--- config.mk ---
export PLATFORM = sky130hd
export DESIGN_NAME = ssp_ctrl
export DESIGN_NICKNAME = d
export VERILOG_FILES = /design/src/design/ssp_pkg.sv /design/src/design/ssp_ctrl.sv
export SDC_FILE = /design/constraint.sdc
export NUM_CORES = 1
export LEC_CHECK = 0
export ABC_CLOCK_PERIOD_IN_PS = 2000
export BUFFER_PORTS_ARGS = -buffer_cell sky130_fd_sc_hd__buf_2
export CAP_MARGIN = 10
export CORE_UTILIZATION = 45
export DETAILED_ROUTE_END_ITERATION = 12
export GPL_ROUTABILITY_DRIVEN = 0
export GPL_TIMING_DRIVEN = 0
export HOLD_SLACK_MARGIN = 0.03
export PLACE_DENSITY = 0.75
export SLEW_MARGIN = 40
export SYNTH_ARGS = -nofsm -noshare
export SYNTH_HDL_FRONTEND = slang
export SYNTH_SLANG_ARGS = --single-unit
--- constraint.sdc ---
create_clock -name clk -period 2 [get_ports clk]
set_input_delay 0.4 -clock clk [delete_from_list [all_inputs] [get_ports clk]]
set_output_delay 0.4 -clock clk [all_outputs]
set_load 0.02 [all_outputs]
--- src/design/ssp_pkg.sv ---
`default_nettype none
package ssp_pkg;

    localparam int MAX_VERTICES = 64;
    localparam int MAX_EDGES    = 256;
    localparam int WEIGHT_BITS  = 16;

    localparam int VTX_W   = $clog2(MAX_VERTICES);
    localparam int VCNT_W  = 7;
    localparam int EADDR_W = $clog2(MAX_EDGES);
    localparam int CNT_W   = EADDR_W + 1;
    localparam int DIST_W  = 22;
    localparam logic [DIST_W-1:0] DIST_MAX = {DIST_W{1'b1}};

    localparam logic [1:0] OP_ADD   = 2'd0;
    localparam logic [1:0] OP_RUN   = 2'd1;
    localparam logic [1:0] OP_CLEAR = 2'd2;

    typedef struct packed {
        logic              reached;
        logic              settled;
        logic [DIST_W-1:0] path_len;
    } vtx_t;

    typedef struct packed {
        logic [VTX_W-1:0]       a;
        logic [VTX_W-1:0]       b;
        logic [WEIGHT_BITS-1:0] w;
    } edge_t;

    typedef struct packed {
        logic accept;
        logic idx_clr;
        logic idx_inc;
        logic init_wr;
        logic src_wr;
        logic pick_clr;
        logic scan_rd;
        logic scan_eval;
        logic settle_wr;
        logic edge_rd;
        logic edge_eval;
        logic relax_wr;
        logic out_rd;
        logic out_load;
    } cmd_t;

    typedef struct packed {
        logic in_run;
        logic init_end;
        logic src_bad;
        logic idx_end;
        logic edge_end;
        logic pick_none;
        logic out_last;
    } stat_t;

endpackage
`default_nettype wire

--- src/design/ssp_ctrl.sv ---
`default_nettype none
module ssp_ctrl (
    input  wire logic           clk,
    input  wire logic           rst_n,
    input  wire logic           in_valid,
    output logic                in_ready,
    output logic                out_valid,
    input  wire logic           out_ready,
    input  wire ssp_pkg::stat_t stat,
    output ssp_pkg::cmd_t       cmd
);

    typedef enum logic [11:0] {
        S_IDLE     = 12'b000000000001,
        S_INIT     = 12'b000000000010,
        S_SRC      = 12'b000000000100,
        S_SCAN_RD  = 12'b000000001000,
        S_SCAN_EV  = 12'b000000010000,
        S_EDGE_RD  = 12'b000000100000,
        S_EDGE_EV  = 12'b000001000000,
        S_RELAX    = 12'b000010000000,
        S_OUT_RD   = 12'b000100000000,
        S_OUT_LD   = 12'b001000000000,
        S_OUT_SEND = 12'b010000000000,
        S_SPARE    = 12'b100000000000
    } state_t;

    state_t state_reg, state_next;

    always_ff @(posedge clk or negedge rst_n)
    begin
        if (!rst_n)
        begin
            state_reg <= S_IDLE;
        end
        else
        begin
            state_reg <= state_next;
        end
    end

    always_comb
    begin
        state_next = state_reg;
        cmd        = '0;
        in_ready   = 1'b0;
        out_valid  = 1'b0;
        unique case (state_reg)
            S_IDLE:
            begin
                in_ready   = 1'b1;
                cmd.accept = in_valid;
                if (in_valid && stat.in_run)
                begin
                    cmd.idx_clr = 1'b1;
                    state_next  = S_INIT;
                end
            end
            S_INIT:
            begin
                cmd.init_wr = 1'b1;
                cmd.idx_inc = 1'b1;
                if (stat.init_end)
                begin
                    cmd.idx_inc = 1'b0;
                    cmd.idx_clr = 1'b1;
                    state_next  = S_SRC;
                end
            end
            S_SRC:
            begin
                cmd.idx_clr  = 1'b1;
                cmd.pick_clr = 1'b1;
                if (stat.src_bad)
                begin
                    state_next = S_OUT_RD;
                end
                else
                begin
                    cmd.src_wr = 1'b1;
                    state_next = S_SCAN_RD;
                end
            end
            S_SCAN_RD:
            begin
                if (stat.idx_end)
                begin
                    cmd.idx_clr = 1'b1;
                    if (stat.pick_none)
                    begin
                        state_next = S_OUT_RD;
                    end
                    else
                    begin
                        cmd.settle_wr = 1'b1;
                        state_next    = S_EDGE_RD;
                    end
                end
                else
                begin
                    cmd.scan_rd = 1'b1;
                    state_next  = S_SCAN_EV;
                end
            end
            S_SCAN_EV:
            begin
                cmd.scan_eval = 1'b1;
                cmd.idx_inc   = 1'b1;
                state_next    = S_SCAN_RD;
            end
            S_EDGE_RD:
            begin
                if (stat.edge_end)
                begin
                    cmd.idx_clr  = 1'b1;
                    cmd.pick_clr = 1'b1;
                    state_next   = S_SCAN_RD;
                end
                else
                begin
                    cmd.edge_rd = 1'b1;
                    state_next  = S_EDGE_EV;
                end
            end
            S_EDGE_EV:
            begin
                cmd.edge_eval = 1'b1;
                cmd.idx_inc   = 1'b1;
                state_next    = S_RELAX;
            end
            S_RELAX:
            begin
                cmd.relax_wr = 1'b1;
                state_next   = S_EDGE_RD;
            end
            S_OUT_RD:
            begin
                cmd.out_rd = 1'b1;
                state_next = S_OUT_LD;
            end
            S_OUT_LD:
            begin
                cmd.out_load = 1'b1;
                state_next   = S_OUT_SEND;
            end
            S_OUT_SEND:
            begin
                out_valid = 1'b1;
                if (out_ready)
                begin
                    if (stat.out_last)
                    begin
                        state_next = S_IDLE;
                    end
                    else
                    begin
                        cmd.idx_inc = 1'b1;
                        state_next  = S_OUT_RD;
                    end
                end
            end
            default:
            begin
                state_next = S_IDLE;
            end
        endcase
    end

endmodule
`default_nettype wire

==> flow_summary_export.csv <==
group,metric,value,unit
status,violations,"setup timing",
grt,antenna_found_initial,0,
cts,cts.clk_slew.worst_paths,0.08,ns
sta,worst_slew_pin_slew,0.453,ns
sta,tns,-2.99,ns
synth,synth_ff_type,"dfrtp_1",
layout,layout_commonest_cell,"buf_4",
layout,fillers,121,
setup_path,end_kind,"primary output",
power_and_ir_drop,vdd_drop_max,0.648,mV
sta,maxClockFrequency,428,MHz
synth,yosys_warnings,0,
setup_path,crit_chain,"buf_4 -> nor3_1 -> and4_4 -> and2_4 -> and2b_1 -> buf_6",
sta,setup_violations,14,
power_and_ir_drop,total_power,1.05,mW
power_and_ir_drop,p_comb_frac,0.573,
floorplan,num_rows,15,
status,status,"finished, violations left",
synth,synth_nets,107,
setup_path,cp_max_fo,4,
synth,seq_area_frac_synth,0.319,
cts,cts_htree_levels,1,
run,cap_violations,0,
grt,groute.usage.overall,0.277,
synth,synth_edf_count,0,
floorplan,initial_core_util,0.491,
power_and_ir_drop,pwr-share-seq,0.271,
layout,final_core_util,0.829,
synth,syn_area_per_cell,9.03,sq um
synth,ys_top_cells_by_area,"dfrtp_1 29%, nor3b_1 5.2%, nor4b_1 5.1%",
floorplan,core-area,1760,sq um
power_and_ir_drop,p_leak,0.684,nW
placed_design,numPortBuffers,26,
sta,max-slew-margin-rel,0.694,
route,wl_per_cell,16.5,um
grt,grt_max_degree,12,
power_and_ir_drop,p_int,0.642,mW
layout,drive_gt1_frac,0.627,
sta,skew,0.00804,ns
setup_path,worst_path_max_delay_cell,"dfrtp_2",
cts,clock_latency,0.28,ns
power_and_ir_drop,swShare,0.389,
synth,syn_area,867,sq um
route,drc,0,
setup_path,crit_required,1.60,ns
placed_design,dpl.hpwl,1.58,mm
synth,yosys.area.top_type,"dfrtp_1",
route,wl,2.89,mm
synth,synth.distinct_cells,40,
route,ant_nets,0,
synth,synth_cells,96,
sta,period_needed,2.33,ns
setup_path,path_delay_family,"simple AND/OR/NAND/NOR gates",
layout,diodes,0,
sta,hold_viol,0,
synth,synth-seq-cells,11,
grt,overflow,0,
route,vias,1010,
floorplan,die_y,45.9,um
route,drt_iter0_markers,24,
grt,grt_pass1_vias,908,
route,via_per_inst,5.77,
layout,area_growth,68.7,%
setup_path,slowest_delay,0.46,ns
cts,cts-root-buf,"clkbuf_4",
layout,final_net_count,162,
setup_path,cp-start-kind,"register",
layout,final_cell_mix,"33 x buf_4, 12 x buf_6, 10 x buf_2",
cts,cts_buffers,3,
sta,finalCritPeriodShare,1.17,
floorplan,boundaryPins,27,
sta,slew_violations,0,
power_and_ir_drop,p_switching,0.409,mW
synth,async_flop_share,1.00,
setup_path,critPathBufInv,2,
sta,rsz0062_at_grt,"true",
cts,clock_path_buffers,2,
synth,synth_top_area_frac,0.289,
layout,largest_reg_flops,11,
floorplan,die_area,2110,sq um
power_and_ir_drop,cellPowerDensity,719,nW/um^2
setup_path,crit_type,"reg -> out",
min_path,hold_class,"in -> reg",
setup_path,cp_data_arrival_time,1.93,ns
cts,cts_tree,"done",
cts,cts_sinks,11,
sta,hold-worst-slack,0.337,ns
sta,postLayoutSetupSlackWorst,-0.335,ns
grt,grt_pass1_wl,4.05,mm
floorplan,die_width,45.9,um
route,dr.pass1.iters,4,
power_and_ir_drop,clkPwrFrac,0.156,
placed_design,place_ws,-0.270,ns
==> Yosys cell counts, types with 2 or more instances <==
library cell / n
dfrtp_1: 10
nand2_1: 7
nor2_1: 7
nor2b_1: 6
nor3b_1: 6
nor4b_1: 5
a21oi_1: 4
inv_1: 4
nor3_1: 4
clkbuf_1: 3
xnor2_1: 3
a32o_1: 2
a32oi_1: 2
and2_1: 2
buf_2: 2
nand2b_1: 2
nor4_4: 2
o22ai_1: 2
o31ai_1: 2
==> routing by layer <==
metal  routed length [um]  global-route usage  vias up
li1                     -                   -      465
met1                 1150               0.303      497
met2                 1550               0.527       38
met3                  101              0.0357       10
met4                  100               0.106        0
met5                    0                   0        -
==> power groups by stage <==
stage	Clock [mW]	Sequential (mW)	Combinational, mW
after floorplan	0	0.274	0.281
after global placement	0	0.280	0.353
after detailed placement	0	0.282	0.365
after CTS	0.158	0.280	0.525
after global routing	0.174	0.285	0.629
final	0.164	0.285	0.602
==> worst paths after layout <==
kind / from / end / slack [ns] / cells after the start
worst max-delay path: state_reg[1]$_DFFE_PN0P_ / cmd[5] / -0.33 / 6
worst min-delay path: stat[2] / state_reg[6]$_DFFE_PN0P_ / 0.34 / 2
worst max register to register: state_reg[4]$_DFFE_PN0P_ / state_reg[8]$_DFFE_PN0P_ / 0.16 / 8
worst min register to register: state_reg[9]$_DFFE_PN0P_ / state_reg[9]$_DFFE_PN0P_ / 0.63 / 2
max in group asynchronous: rst_n / state_reg[0]$_DFFE_PN1P_ / 1.20 / 2
min in group asynchronous: rst_n / state_reg[7]$_DFFE_PN0P_ / 0.52 / 2
==> logic make-up after synthesis <==
logic type	after synthesis	share of synthesized area
flops	11	0.319
xor+xnor	4	0.0404
simple gates	52	0.427
compound gates	19	0.163
buf+inv	10	0.0505
==> stage by stage <==
step,cells,cell area [sq um]
floorplan,96,901
global placement,147,1060
detailed placement,147,1060
CTS,166,1350
global route,175,1460
finish,175,1460
==> what timing repair did <==
action                     CTS  global route
hold endpoints to repair    10             0
hold buffers                 1             0
buffers inserted            20             9
cloned                       0             0
setup endpoints to repair   16            16
gates resized for setup     42            12
pin swaps                   12             6
==> layout make-up <==
class | count | area (sq um) | area share
timing repair buffer | 55 | 435 | 0.298
clock buffer | 4 | 26.3 | 0.0180
tap | 25 | 31.3 | 0.0214
sequential | 11 | 287 | 0.196
inverter | 4 | 15.0 | 0.0103
multi-input combinational | 75 | 661 | 0.452
buffer | 1 | 7.51 | 0.00513
No activity file was read; power rests on OpenSTA's default activity.
